### src/rtl/divisor_sum_sigma_macros.svh
// Assertion macros for the divisor-sum block.
// Used by the RTL files that carry concurrent assertions; no other dependencies.
`ifndef DIVISOR_SUM_SIGMA_MACROS_SVH
`define DIVISOR_SUM_SIGMA_MACROS_SVH
// Same-cycle implication, disabled while reset is high.
`define DSS_ASSERT_IMP(label, clk, rst, ante, cons) \
   label: assert property (@(posedge clk) disable iff (rst) (ante) |-> (cons)) \
      else $error("divisor sum assertion failed");
// Next-cycle implication, disabled while reset is high.
`define DSS_ASSERT_NXT(label, clk, rst, ante, cons) \
   label: assert property (@(posedge clk) disable iff (rst) (ante) |=> (cons)) \
      else $error("divisor sum assertion failed");
`endif

### src/rtl/dss_pkg.sv
`timescale 1ns / 1ps
// Shared types, constants and the build-time prime bound for the divisor-sum block.
// No dependencies.
package dss_pkg;

   localparam int VALUE_BITS_DEF  = 17;
   localparam int PRIME_COUNT_DEF = 72;
   localparam int N_VALUE_BITS    = 17;
   localparam int SIGMA_BITS      = 20;
   localparam logic [SIGMA_BITS-1:0] SIGMA_MAX = 20'hFFFFF;

   // The sieve covers the largest prime table allowed; the 1024th prime is 8161.
   localparam int SIEVE_SIZE = 8192;

   typedef enum logic [2:0] {
      ST_IDLE,
      ST_CHECK,
      ST_DIV,
      ST_POWER,
      ST_FOLD,
      ST_NEXT,
      ST_FINAL,
      ST_OUT
   } dss_state_type;

   typedef struct packed {
      logic load;
      logic div_start;
      logic divide_out;
      logic accumulate;
      logic fold;
      logic advance;
      logic finish;
      logic emit;
   } dss_cmd_type;

   typedef struct packed {
      logic stop;
      logic div_busy;
      logic rem_zero;
      logic hit;
   } dss_stat_type;

   // Returns the count-th prime, evaluated only at elaboration.
   function automatic int nth_prime(input int count);
      logic [SIEVE_SIZE-1:0] comp;
      int found;
      int result;
      comp = '0;
      found = 0;
      result = 2;
      for (int i = 2; i * i < SIEVE_SIZE; i++) begin
         if (!comp[i]) begin
            for (int j = i * i; j < SIEVE_SIZE; j += i) begin
               comp[j] = 1'b1;
            end
         end
      end
      for (int k = 2; k < SIEVE_SIZE; k++) begin
         if (!comp[k] && found < count) begin
            found++;
            result = k;
         end
      end
      return result;
   endfunction

endpackage

### src/rtl/dss_div.sv
`timescale 1ns / 1ps
// Restoring serial divider, one quotient bit per cycle.
// Depends on dss_pkg.
module dss_div
   import dss_pkg::*;
#(
   parameter int VALUE_BITS = VALUE_BITS_DEF,
   parameter int DIV_BITS   = 9
) (
   input  logic                  clock,
   input  logic                  reset,
   input  logic                  start,
   input  logic [VALUE_BITS-1:0] dividend,
   input  logic [DIV_BITS-1:0]   divisor,
   output logic                  busy,
   output logic [VALUE_BITS-1:0] quotient,
   output logic [DIV_BITS-1:0]   remainder
);

   localparam int CNT_BITS = $clog2(VALUE_BITS + 1);

   logic [CNT_BITS-1:0]   cnt_ff, cnt_in;
   logic [VALUE_BITS-1:0] quo_ff, quo_in;
   logic [DIV_BITS-1:0]   rem_ff, rem_in;
   logic [DIV_BITS:0]     shifted;
   logic [DIV_BITS:0]     diff;
   logic                  ge;

   always_comb begin
      shifted = {rem_ff, quo_ff[VALUE_BITS-1]};
      diff    = shifted - {1'b0, divisor};
      ge      = shifted >= {1'b0, divisor};
      cnt_in  = cnt_ff;
      quo_in  = quo_ff;
      rem_in  = rem_ff;
      if (start) begin
         cnt_in = CNT_BITS'(VALUE_BITS);
         quo_in = dividend;
         rem_in = '0;
      end else if (cnt_ff != '0) begin
         cnt_in = cnt_ff - 1'b1;
         quo_in = {quo_ff[VALUE_BITS-2:0], ge};
         rem_in = ge ? diff[DIV_BITS-1:0] : shifted[DIV_BITS-1:0];
      end
   end

   always_ff @(posedge clock) begin
      if (reset) begin
         cnt_ff <= '0;
      end else begin
         cnt_ff <= cnt_in;
      end
   end

   always_ff @(posedge clock) begin
      quo_ff <= quo_in;
      rem_ff <= rem_in;
   end

   assign busy      = cnt_ff != '0;
   assign quotient  = quo_ff;
   assign remainder = rem_ff;

endmodule

### src/rtl/dss_datapath.sv
`timescale 1ns / 1ps
// Datapath: cofactor, trial divisor, geometric sum, running product and result registers.
// Depends on dss_pkg and dss_div.
module dss_datapath
   import dss_pkg::*;
#(
   parameter int VALUE_BITS  = VALUE_BITS_DEF,
   parameter int PRIME_COUNT = PRIME_COUNT_DEF
) (
   input  logic                    clock,
   input  logic                    reset,
   input  logic [N_VALUE_BITS-1:0] req_n_value,
   input  dss_cmd_type             cmd,
   output dss_stat_type            stat,
   output logic [SIGMA_BITS-1:0]   rsp_sigma,
   output logic                    rsp_abundant
);

   localparam int PRIME_LAST = nth_prime(PRIME_COUNT);
   localparam int CAND_BITS  = $clog2(PRIME_LAST + 5);
   localparam int TOTAL_BITS = VALUE_BITS + 3;
   localparam int GEO_BITS   = VALUE_BITS + 1;
   localparam int SAT_BITS   = TOTAL_BITS + SIGMA_BITS;

   logic [VALUE_BITS-1:0] n_ff, n_in;
   logic [VALUE_BITS-1:0] m_ff, m_in;
   logic [CAND_BITS-1:0]  d_ff, d_in;
   logic                  step4_ff, step4_in;
   logic [VALUE_BITS-1:0] pw_ff, pw_in;
   logic [GEO_BITS-1:0]   geo_ff, geo_in;
   logic [TOTAL_BITS-1:0] total_ff, total_in;
   logic [SIGMA_BITS-1:0] sigma_ff, sigma_in;
   logic                  abundant_ff, abundant_in;

   logic [VALUE_BITS+N_VALUE_BITS-1:0] n_wide;
   logic [2*CAND_BITS-1:0]             dsq;
   logic [VALUE_BITS+CAND_BITS-1:0]    pw_prod;
   logic [TOTAL_BITS+GEO_BITS-1:0]     geo_prod;
   logic [GEO_BITS-1:0]                m_plus;
   logic [TOTAL_BITS+GEO_BITS-1:0]     co_prod;
   logic [SAT_BITS-1:0]                total_ext;
   logic                               saturate;
   logic                               div_busy;
   logic [VALUE_BITS-1:0]              quotient;
   logic [CAND_BITS-1:0]               remainder;

   dss_div #(
      .VALUE_BITS (VALUE_BITS),
      .DIV_BITS   (CAND_BITS)
   ) u_div (
      .clock     (clock),
      .reset     (reset),
      .start     (cmd.div_start),
      .dividend  (m_ff),
      .divisor   (d_ff),
      .busy      (div_busy),
      .quotient  (quotient),
      .remainder (remainder)
   );

   always_comb begin
      n_wide    = {{VALUE_BITS{1'b0}}, req_n_value};
      dsq       = {{CAND_BITS{1'b0}}, d_ff} * {{CAND_BITS{1'b0}}, d_ff};
      pw_prod   = {{CAND_BITS{1'b0}}, pw_ff} * {{VALUE_BITS{1'b0}}, d_ff};
      geo_prod  = {{GEO_BITS{1'b0}}, total_ff} * {{TOTAL_BITS{1'b0}}, geo_ff};
      m_plus    = {1'b0, m_ff} + GEO_BITS'(1);
      co_prod   = {{GEO_BITS{1'b0}}, total_ff} * {{TOTAL_BITS{1'b0}}, m_plus};
      total_ext = {{SIGMA_BITS{1'b0}}, total_ff};
      saturate  = total_ext > {{TOTAL_BITS{1'b0}}, SIGMA_MAX};

      stat.stop     = ({{VALUE_BITS{1'b0}}, dsq} > {{(2 * CAND_BITS){1'b0}}, m_ff})
                      || (d_ff > CAND_BITS'(PRIME_LAST));
      stat.div_busy = div_busy;
      stat.rem_zero = remainder == '0;
      stat.hit      = geo_ff != GEO_BITS'(1);
   end

   always_comb begin
      n_in        = n_ff;
      m_in        = m_ff;
      d_in        = d_ff;
      step4_in    = step4_ff;
      pw_in       = pw_ff;
      geo_in      = geo_ff;
      total_in    = total_ff;
      sigma_in    = sigma_ff;
      abundant_in = abundant_ff;
      if (cmd.load) begin
         n_in     = n_wide[VALUE_BITS-1:0];
         m_in     = n_wide[VALUE_BITS-1:0];
         d_in     = CAND_BITS'(2);
         step4_in = 1'b0;
         pw_in    = VALUE_BITS'(1);
         geo_in   = GEO_BITS'(1);
         total_in = TOTAL_BITS'(1);
      end
      if (cmd.divide_out) begin
         m_in  = quotient;
         pw_in = pw_prod[VALUE_BITS-1:0];
      end
      if (cmd.accumulate) begin
         geo_in = geo_ff + {1'b0, pw_ff};
      end
      if (cmd.fold) begin
         total_in = geo_prod[TOTAL_BITS-1:0];
      end
      if (cmd.advance) begin
         pw_in  = VALUE_BITS'(1);
         geo_in = GEO_BITS'(1);
         if (d_ff == CAND_BITS'(2)) begin
            d_in = CAND_BITS'(3);
         end else if (d_ff == CAND_BITS'(3)) begin
            d_in     = CAND_BITS'(5);
            step4_in = 1'b0;
         end else begin
            d_in     = d_ff + (step4_ff ? CAND_BITS'(4) : CAND_BITS'(2));
            step4_in = !step4_ff;
         end
      end
      if (cmd.finish) begin
         if (n_ff == '0) begin
            total_in = '0;
         end else if (m_ff > VALUE_BITS'(1)) begin
            total_in = co_prod[TOTAL_BITS-1:0];
         end
      end
      if (cmd.emit) begin
         sigma_in    = saturate ? SIGMA_MAX : total_ext[SIGMA_BITS-1:0];
         abundant_in = total_ff > {2'b00, n_ff, 1'b0};
      end
   end

   always_ff @(posedge clock) begin
      n_ff        <= n_in;
      m_ff        <= m_in;
      d_ff        <= d_in;
      step4_ff    <= step4_in;
      pw_ff       <= pw_in;
      geo_ff      <= geo_in;
      total_ff    <= total_in;
      sigma_ff    <= sigma_in;
      abundant_ff <= abundant_in;
   end

   assign rsp_sigma    = sigma_ff;
   assign rsp_abundant = abundant_ff;

endmodule

### src/rtl/dss_ctrl.sv
`timescale 1ns / 1ps
// Controller state machine: sequences trial division and owns both handshakes.
// Depends on dss_pkg and divisor_sum_sigma_macros.svh.
`include "divisor_sum_sigma_macros.svh"
module dss_ctrl
   import dss_pkg::*;
(
   input  logic         clock,
   input  logic         reset,
   input  logic         req_valid,
   output logic         req_ready,
   output logic         rsp_valid,
   input  logic         rsp_ready,
   input  dss_stat_type stat,
   output dss_cmd_type  cmd
);

   dss_state_type state_ff, state_in;
   logic          rsp_valid_ff, rsp_valid_in;
   logic          slot_free;

   assign slot_free = !rsp_valid_ff || rsp_ready;

   always_comb begin
      state_in = state_ff;
      case (state_ff)
         ST_IDLE: begin
            if (req_valid) begin
               state_in = ST_CHECK;
            end
         end
         ST_CHECK: begin
            state_in = stat.stop ? ST_FINAL : ST_DIV;
         end
         ST_DIV: begin
            if (!stat.div_busy) begin
               if (stat.rem_zero) begin
                  state_in = ST_POWER;
               end else if (stat.hit) begin
                  state_in = ST_FOLD;
               end else begin
                  state_in = ST_NEXT;
               end
            end
         end
         ST_POWER: state_in = ST_DIV;
         ST_FOLD:  state_in = ST_NEXT;
         ST_NEXT:  state_in = ST_CHECK;
         ST_FINAL: state_in = ST_OUT;
         ST_OUT: begin
            if (slot_free) begin
               state_in = ST_IDLE;
            end
         end
         default: state_in = ST_IDLE;
      endcase
   end

   always_comb begin
      cmd       = '0;
      req_ready = 1'b0;
      case (state_ff)
         ST_IDLE: begin
            req_ready = 1'b1;
            cmd.load  = req_valid;
         end
         ST_CHECK: cmd.div_start = !stat.stop;
         ST_DIV:   cmd.divide_out = !stat.div_busy && stat.rem_zero;
         ST_POWER: begin
            cmd.accumulate = 1'b1;
            cmd.div_start  = 1'b1;
         end
         ST_FOLD:  cmd.fold = 1'b1;
         ST_NEXT:  cmd.advance = 1'b1;
         ST_FINAL: cmd.finish = 1'b1;
         ST_OUT:   cmd.emit = slot_free;
         default: begin
            cmd       = '0;
            req_ready = 1'b0;
         end
      endcase
   end

   always_comb begin
      rsp_valid_in = rsp_valid_ff;
      if (cmd.emit) begin
         rsp_valid_in = 1'b1;
      end else if (rsp_ready) begin
         rsp_valid_in = 1'b0;
      end
   end

   always_ff @(posedge clock) begin
      if (reset) begin
         state_ff     <= ST_IDLE;
         rsp_valid_ff <= 1'b0;
      end else begin
         state_ff     <= state_in;
         rsp_valid_ff <= rsp_valid_in;
      end
   end

   assign rsp_valid = rsp_valid_ff;

   `DSS_ASSERT_IMP(a_emit_slot_free, clock, reset, cmd.emit, !rsp_valid_ff || rsp_ready)
   `DSS_ASSERT_IMP(a_div_only_in_div, clock, reset, stat.div_busy, state_ff == ST_DIV)
   `DSS_ASSERT_IMP(a_divide_out_exact, clock, reset, cmd.divide_out, stat.rem_zero)
   `DSS_ASSERT_IMP(a_fold_needs_hit, clock, reset, cmd.fold, stat.hit)
   `DSS_ASSERT_NXT(a_emit_shows, clock, reset, cmd.emit, rsp_valid_ff)

endmodule

### src/rtl/divisor_sum_sigma.sv
`timescale 1ns / 1ps
// Top level of the divisor-sum (sigma) block: controller plus datapath.
// Depends on dss_pkg, dss_ctrl and dss_datapath.
//
//   Channel   Ports                           Direction   Beat
//   req       req_valid/ready, req_n_value    in          one n per beat
//   rsp       rsp_valid/ready, rsp_sigma,     out         one result per beat
//             rsp_abundant
//
// Trial divisors (2, 3, then 6k-1 and 6k+1) each go through the one-bit-per-cycle divider;
// each repeated prime factor adds one more division. Trial stops once the divisor squared
// exceeds the cofactor or passes the last table prime.
// Reset is synchronous and clears the controller and divider counter; no clearing pass.
// A finished result waits in the output register; the next beat is accepted meanwhile.
module divisor_sum_sigma
   import dss_pkg::*;
#(
   parameter int VALUE_BITS  = VALUE_BITS_DEF,
   parameter int PRIME_COUNT = PRIME_COUNT_DEF
) (
   input  logic                    clock,
   input  logic                    reset,
   input  logic                    req_valid,
   output logic                    req_ready,
   input  logic [N_VALUE_BITS-1:0] req_n_value,
   output logic                    rsp_valid,
   input  logic                    rsp_ready,
   output logic [SIGMA_BITS-1:0]   rsp_sigma,
   output logic                    rsp_abundant
);

   dss_cmd_type  cmd;
   dss_stat_type stat;

   dss_ctrl u_ctrl (
      .clock     (clock),
      .reset     (reset),
      .req_valid (req_valid),
      .req_ready (req_ready),
      .rsp_valid (rsp_valid),
      .rsp_ready (rsp_ready),
      .stat      (stat),
      .cmd       (cmd)
   );

   dss_datapath #(
      .VALUE_BITS  (VALUE_BITS),
      .PRIME_COUNT (PRIME_COUNT)
   ) u_datapath (
      .clock        (clock),
      .reset        (reset),
      .req_n_value  (req_n_value),
      .cmd          (cmd),
      .stat         (stat),
      .rsp_sigma    (rsp_sigma),
      .rsp_abundant (rsp_abundant)
   );

endmodule

### config.mk
export PLATFORM = sky130hd
export DESIGN_NAME = divisor_sum_sigma
export DESIGN_NICKNAME = d
export VERILOG_FILES = /design/src/rtl/dss_pkg.sv /design/src/rtl/dss_div.sv /design/src/rtl/dss_datapath.sv /design/src/rtl/dss_ctrl.sv /design/src/rtl/divisor_sum_sigma.sv
export VERILOG_INCLUDE_DIRS = /design/src /design/src/rtl
export SDC_FILE = /design/constraint.sdc
export NUM_CORES = 2
export LEC_CHECK = 0
export BUFFER_PORTS_ARGS = -buffer_cell sky130_fd_sc_hd__buf_2
export CAP_MARGIN = 20
export CORE_ASPECT_RATIO = 0.8
export CORE_UTILIZATION = 45
export DETAILED_ROUTE_END_ITERATION = 7
export GPL_TIMING_DRIVEN = 0
export PLACE_DENSITY = 0.57
export SETUP_SLACK_MARGIN = 0.05
export SYNTH_ARGS = -nofsm -noshare
export SYNTH_HDL_FRONTEND = slang
export SYNTH_SLANG_ARGS = --single-unit
### constraint.sdc
create_clock -name clock -period 10.7 [get_ports clock]
set_clock_uncertainty 0.15 [all_clocks]
set_input_delay 2.14 -clock clock [delete_from_list [all_inputs] [get_ports clock]]
set_output_delay 2.14 -clock clock [all_outputs]
set_load 0.005 [all_outputs]
Word level (Yosys, flattened, before mapping):

Index checks and enable logic that the tools add are counted.

* add/subtract/negate cells: 5
* $mul: 4
* order comparisons: 5
* equal/unequal tests: 13
* mux-type cells: 43
* reduce and logical (&&, ||, !) cells: 18

Operators with widths (number)
* 17-bit 2-to-1 mux: 6
* 20-bit 2-to-1 mux: 5
* 9-bit 2-to-1 mux: 5
* 20-bit by 18-bit multiplier with 20-bit output: 2
* 18-bit 2-to-1 mux: 2
* 3-bit case mux with 8 select lines: 1
* 20-bit by 18-bit > comparator with 1-bit output: 1
* 17-bit by 1-bit adder with 18-bit output, second input constant: 1
* 18-bit by 17-bit adder with 18-bit output: 1
* 9-bit by 2-bit == test with 1-bit output, second input constant: 2
* 18-bit by 17-bit > comparator with 1-bit output: 1
* 9-bit by 9-bit multiplier with 18-bit output: 1
* 3-bit 2-to-1 mux: 6
* 18-bit by 1-bit inequality test with 1-bit output, second input constant: 1
* 17-bit by 1-bit > comparator with 1-bit output, second input constant: 1
* 17-bit zero test: 1
* 17-bit by 9-bit multiplier with 17-bit output: 1
* 1-bit 2-to-1 mux: 15
* 3-bit == test, second input constant: 4
* 10-bit by 9-bit >= comparator with 1-bit output: 1
* 5-bit 2-to-1 mux: 2
* 2-bit nonzero test: 5
* 9-bit adder: 1
* 9-bit > comparator, second input constant: 1
* 15 further kinds: 21

* register bits: 155
* input bits: 21
* output and inout port bits: 23
* logic and storage cells: 103

Depth between registers and ports, before layout:

* depth after elaboration: 7
* gate-level depth with buffers: 33
* mapped depth without buffers: 29

Cells and area by module:

From an unflattened synthesis, not the netlist that was laid out.

* cell total of the unflattened synthesis: 2887
* area total of the unflattened synthesis: 25700.9 sq um

By module, submodules not included
* dss_datapath: instances 1, cells an instance 2678, area each 23582.6 sq um, seq. area each 3042.9 sq um
* dss_div: instances 1, cells an instance 169, area each 1819.2 sq um, seq. area each 790.8 sq um
* dss_ctrl: instances 1, cells an instance 40, area each 299.0 sq um, seq. area each 80.1 sq um

Worst setup path before layout:

Ideal clock, no wire load.

* path type: reg-to-reg
* start: reg u_datapath.d_ff[1]
* end: reg u_datapath.u_div.quo_ff[0], in the netlist u_datapath.u_div.quotient[0], enable pin
* setup time: 0.430 ns
* data arrival time: 6.812 ns
* required time: 10.120 ns
* path slack: 3.308 ns
* cell stages (with the launch flop): 32
* path buffers: 3
* period minus slack after synthesis: 7.392 ns
* path through: edfxtp_1 clkbuf_1 clkinv_1 nor2_1 inv_1 fa_1 inv_1 fa_1 inv_1 fa_1 fa_1 inv_1 ha_1 a21oi_1 o21bai_1 a21oi_1 o21bai_1 a21oi_1 o21ai_0 o41ai_1 xnor2_1 ha_1 nand4_1 nor4_1 nand2_1 o21ai_0 a31o_2 a41oi_1 nand2b_1 buf_2 buf_2 nand2_1

* longest elaborated chain between the ends: 6
* elaborated cells between the ends (all ways): 7
* those cells by class: 1 x mul; 2 x order compare; 1 x mux; 3 x reduce/logical

RTL lines
* from (decl): line dss_datapath.sv:27 `logic [CAND_BITS-1:0] d_ff, d_in;`
* from (signal assigned): line dss_datapath.sv:136 `d_ff <= d_in;`
* 9-bit by 9-bit multiplier with 18-bit output: line dss_datapath.sv:63 `dsq = {{CAND_BITS{1'b0}}, d_ff} * {{CAND_BITS{1'b0}}, d_ff};`
* 18-bit by 17-bit > comparator with 1-bit output: line dss_datapath.sv:71 `stat.stop = ({{VALUE_BITS{1'b0}}, dsq} > {{(2 * CAND_BITS){1'b0}}, m_ff})`
* 1-bit logical OR *: line dss_datapath.sv:72 `|| (d_ff > CAND_BITS'(PRIME_LAST));`
* 1-bit zero test *: line dss_ctrl.sv:67 `ST_CHECK: cmd.div_start = !stat.stop;`
* 1-bit case mux with 2 select lines *: line dss_ctrl.sv:62 `case (state_ff)`
* 2-bit nonzero test (no source line) *
* to (signal assigned): line dss_div.sv:56 `quo_ff <= quo_in;`
* to (decl): line dss_div.sv:23 `logic [VALUE_BITS-1:0] quo_ff, quo_in;`

Every way passes the cells marked *; elsewhere a longest branch is shown, timed or not.
A chain may end at the register's enable or synchronous reset.

Final worst setup path:

* start: reg u_datapath.d_ff[1]
* end: reg u_datapath.u_div.quo_ff[3], in the netlist u_datapath.u_div.quotient[3], enable pin

The elaborated chain is that of the path after synthesis.

==> out/qor.txt <==
status = finished clean
HPWL after DPL = 62100 um
first-pass GRT wire length = 119000 um
post-route ant nets = 0
Clock Path Buffers = 2
Avg Cell Area, Syn = 8.70 sq um
Pint = 0.00305 W
number of synthesized flops with an enable pin = 81
dominant synthesized flop cell = edfxtp_1
slowest stage delay, CP = 0.61 ns
hold path start = u_datapath.u_div.remainder[8]
fin crit share = 0.862
Max-Slew Margin vs Limit = 0.238
Max Slew Vio Count = 0
final RePlAce weighted congestion = 0.945
Switching Power = 0.00337 W
Die Ht = 215 um
TritonCTS clock tree = done
# setup viols final = 0
largest cells by area after synthesis = fa_1, ha_1, edfxtp_1, inv_1, nand2_1
Sw Ratio = 0.525
CP required = 10.56 ns
synth unique cells = 68
Syn Nets = 3580
register share of total power = 0.153
setup tns final = 0 ns
worst hold path class = register to register
YS warnings = 0
CTS Root Buffer Type = clkbuf_16
Setup crit end kind = register
Slew @ Worst Pin = 1.14 ns
max_cap viols = 0
largest net degree at the start of global routing = 23
post-synthesis sequential area ratio = 0.153
top cell type's share of synthesized area = 0.308
total global-route track usage = 0.274
critical path arrival = 9.09 ns
Ports = 44
clk_lat worst skew = 0.44 ns
die span in x = 268 um
area delta synth->final = 6.93%
Post-synth ARST share = 0
post-synthesis sequential element count = 155
FMAX = 0.108 GHz
final hold vios = 0
Power, Total = 0.00642 W
VDD IR max = 0.257 mV
commonest non-fill, non-tap cells in the layout = inv_1, nand2_1, fa_1
grt total ovfl = 0
drt total wl = 75900 um
FP Rows = 77
Post CTS Setup Buffer Count = 0
die area = 0.0577 sq mm
Cell Area, Synth = 0.0255 sq mm
initial antenna violation count = 1
CTS resizes = 0
crit-path max FO = 17
core footprint = 0.0556 sq mm
Critical Path Start Type = register
Vias = 20023
RSZ-0062 raised after global routing = false
Power Dens Cells = 235 mW/mm^2
Comb pwr share = 0.753
Critical Path Start = u_datapath.d_ff[1]
H-tree Lvls = 4
vias in the first global route = 20782
worst r2r src = u_datapath.d_ff[1]
Setup CP Type = register to register
port bufs = 42
most common cell after layout, fill and taps aside = inv_1
Slowest-stage cell, CP = clkbuf_1
Leak = 13.0 nW
CTS Sinks = 155
number of buffers created by CTS = 17
power share of the clock group = 0.094
Nets = 3644
DR vias/cell = 5.32
layout cell share with drive strength beyond 1 = 0.0369
Reg clk slew, reported paths = 0.06 ns
largest area contributor in the netlist = fa_1
hold buffers post-CTS = 0
min cycle time layout = 9.23 ns
Routed wire per std cell = 20.2 um
DR pass1 iterations = 5
# DRC = 0
Iter 0 DRT Violations = 1388
Cells after Synth = 2932
Initial Util = 0.459
filler cell count = 5419
## flip-flops by register name, summed over array words and instances, names as in the netlist, 17 cells and up
signal,count
u_datapath.geo_ff,18
u_datapath.u_div.quotient,17
u_datapath.total_ff,20
u_datapath.rsp_sigma,20
u_datapath.pw_ff,17
u_datapath.n_ff,17
u_datapath.m_ff,17
## worst max-delay path: cells and delay by family, from the launching register on
| kind | cells | cell delay (ns) |
|---|---|---|
| simple gates | 6 | 1.19 |
| buf+inv | 8 | 1.99 |
| xor+xnor | 1 | 0.18 |
| compound gates | 10 | 1.98 |
| fa+ha+maj | 6 | 2.76 |
| flops | 1 | 0.55 |
## cell type report
cell class	count	area, sq um	share of cell area
Sequential cell	155	3910	0.143
Antenna cell	4	10.0	0.000367
Timing Repair Buffer	45	238	0.00871
Inverter	577	2170	0.0794
Buffer	133	505	0.0185
Tap cell	750	938	0.0344
Clock buffer	24	494	0.0181
Clock inverter	8	80.1	0.00293
Multi-Input combinational cell	2067	18900	0.694
## path summary, 6_finish.rpt
path | to | slack [ns] | cells past startpoint
max reg2reg | u_datapath.u_div.quotient[3] | 1.47 | 31
max | u_datapath.u_div.quotient[3] | 1.47 | 31
min | u_datapath.u_div.remainder[8] | 0.32 | 2
min reg2reg | u_datapath.u_div.remainder[8] | 0.32 | 2
## cell families after synthesis
kind of cell / Yosys count / share of synthesized area
XOR/XNOR: 164 / 0.0590
buffers and inverters: 710 / 0.105
AO/OA/AOI/OAI: 284 / 0.0705
multiplexers: 27 / 0.0115
AND/OR/NAND/NOR: 965 / 0.178
flip-flops: 155 / 0.153
adder cells (fa/ha/maj): 627 / 0.423
## synthesized netlist by cell type (15+ instances only)
| library cell | number |
|---|---|
| a21oi_1 | 97 |
| ha_1 | 235 |
| fa_1 | 392 |
| xor2_1 | 31 |
| nor2_1 | 100 |
| nor4_1 | 25 |
| nand2_1 | 471 |
| and2_1 | 178 |
| nand3_1 | 61 |
| mux2_2 | 18 |
| edfxtp_1 | 81 |
| clkbuf_1 | 124 |
| a21o_1 | 31 |
| xnor2_1 | 128 |
| o21ai_0 | 50 |
| dfxtp_1 | 74 |
| nor2b_1 | 27 |
| o21bai_1 | 15 |
| inv_1 | 574 |
| nor3_1 | 23 |
| nand2b_1 | 23 |
## stage by stage
step | util | cells | instance area [sq um] | setup slack [ns] | hold slack, ns
after floorplan | - | 2932 | 25500 | 3.31 | 0.256
after global placement | 0.480 | 3724 | 26700 | 1.50 | 0.313
after detailed placement | 0.480 | 3727 | 26700 | 1.55 | 0.316
after CTS | 0.491 | 3759 | 27300 | 1.49 | 0.326
after global routing | 0.491 | 3759 | 27300 | 0.849 | 0.348
final | 0.491 | 3763 | 27300 | 1.47 | 0.321
## power groups by stage
| stage | Sequential (W) | Clock [W] | Combinational [W] |
|---|---|---|---|
| floorplan | 0.000900 | 0 | 0.00346 |
| global placement | 0.000982 | 0 | 0.00464 |
| detailed placement | 0.000984 | 0 | 0.00475 |
| CTS | 0.000972 | 0.000611 | 0.00482 |
| global route | 0.000995 | 0.000639 | 0.00545 |
| finish | 0.000980 | 0.000605 | 0.00483 |
## metal layers
layer / part of all wire / routed length (um) / global-route usage
met5: 0 / 0 / 0
met2: 0.42 / 31700 / 0.393
met4: 0.020 / 1480 / 0.0590
met3: 0.10 / 7830 / 0.0846
met1: 0.46 / 34900 / 0.403
Power figures use the tool's default switching activity.
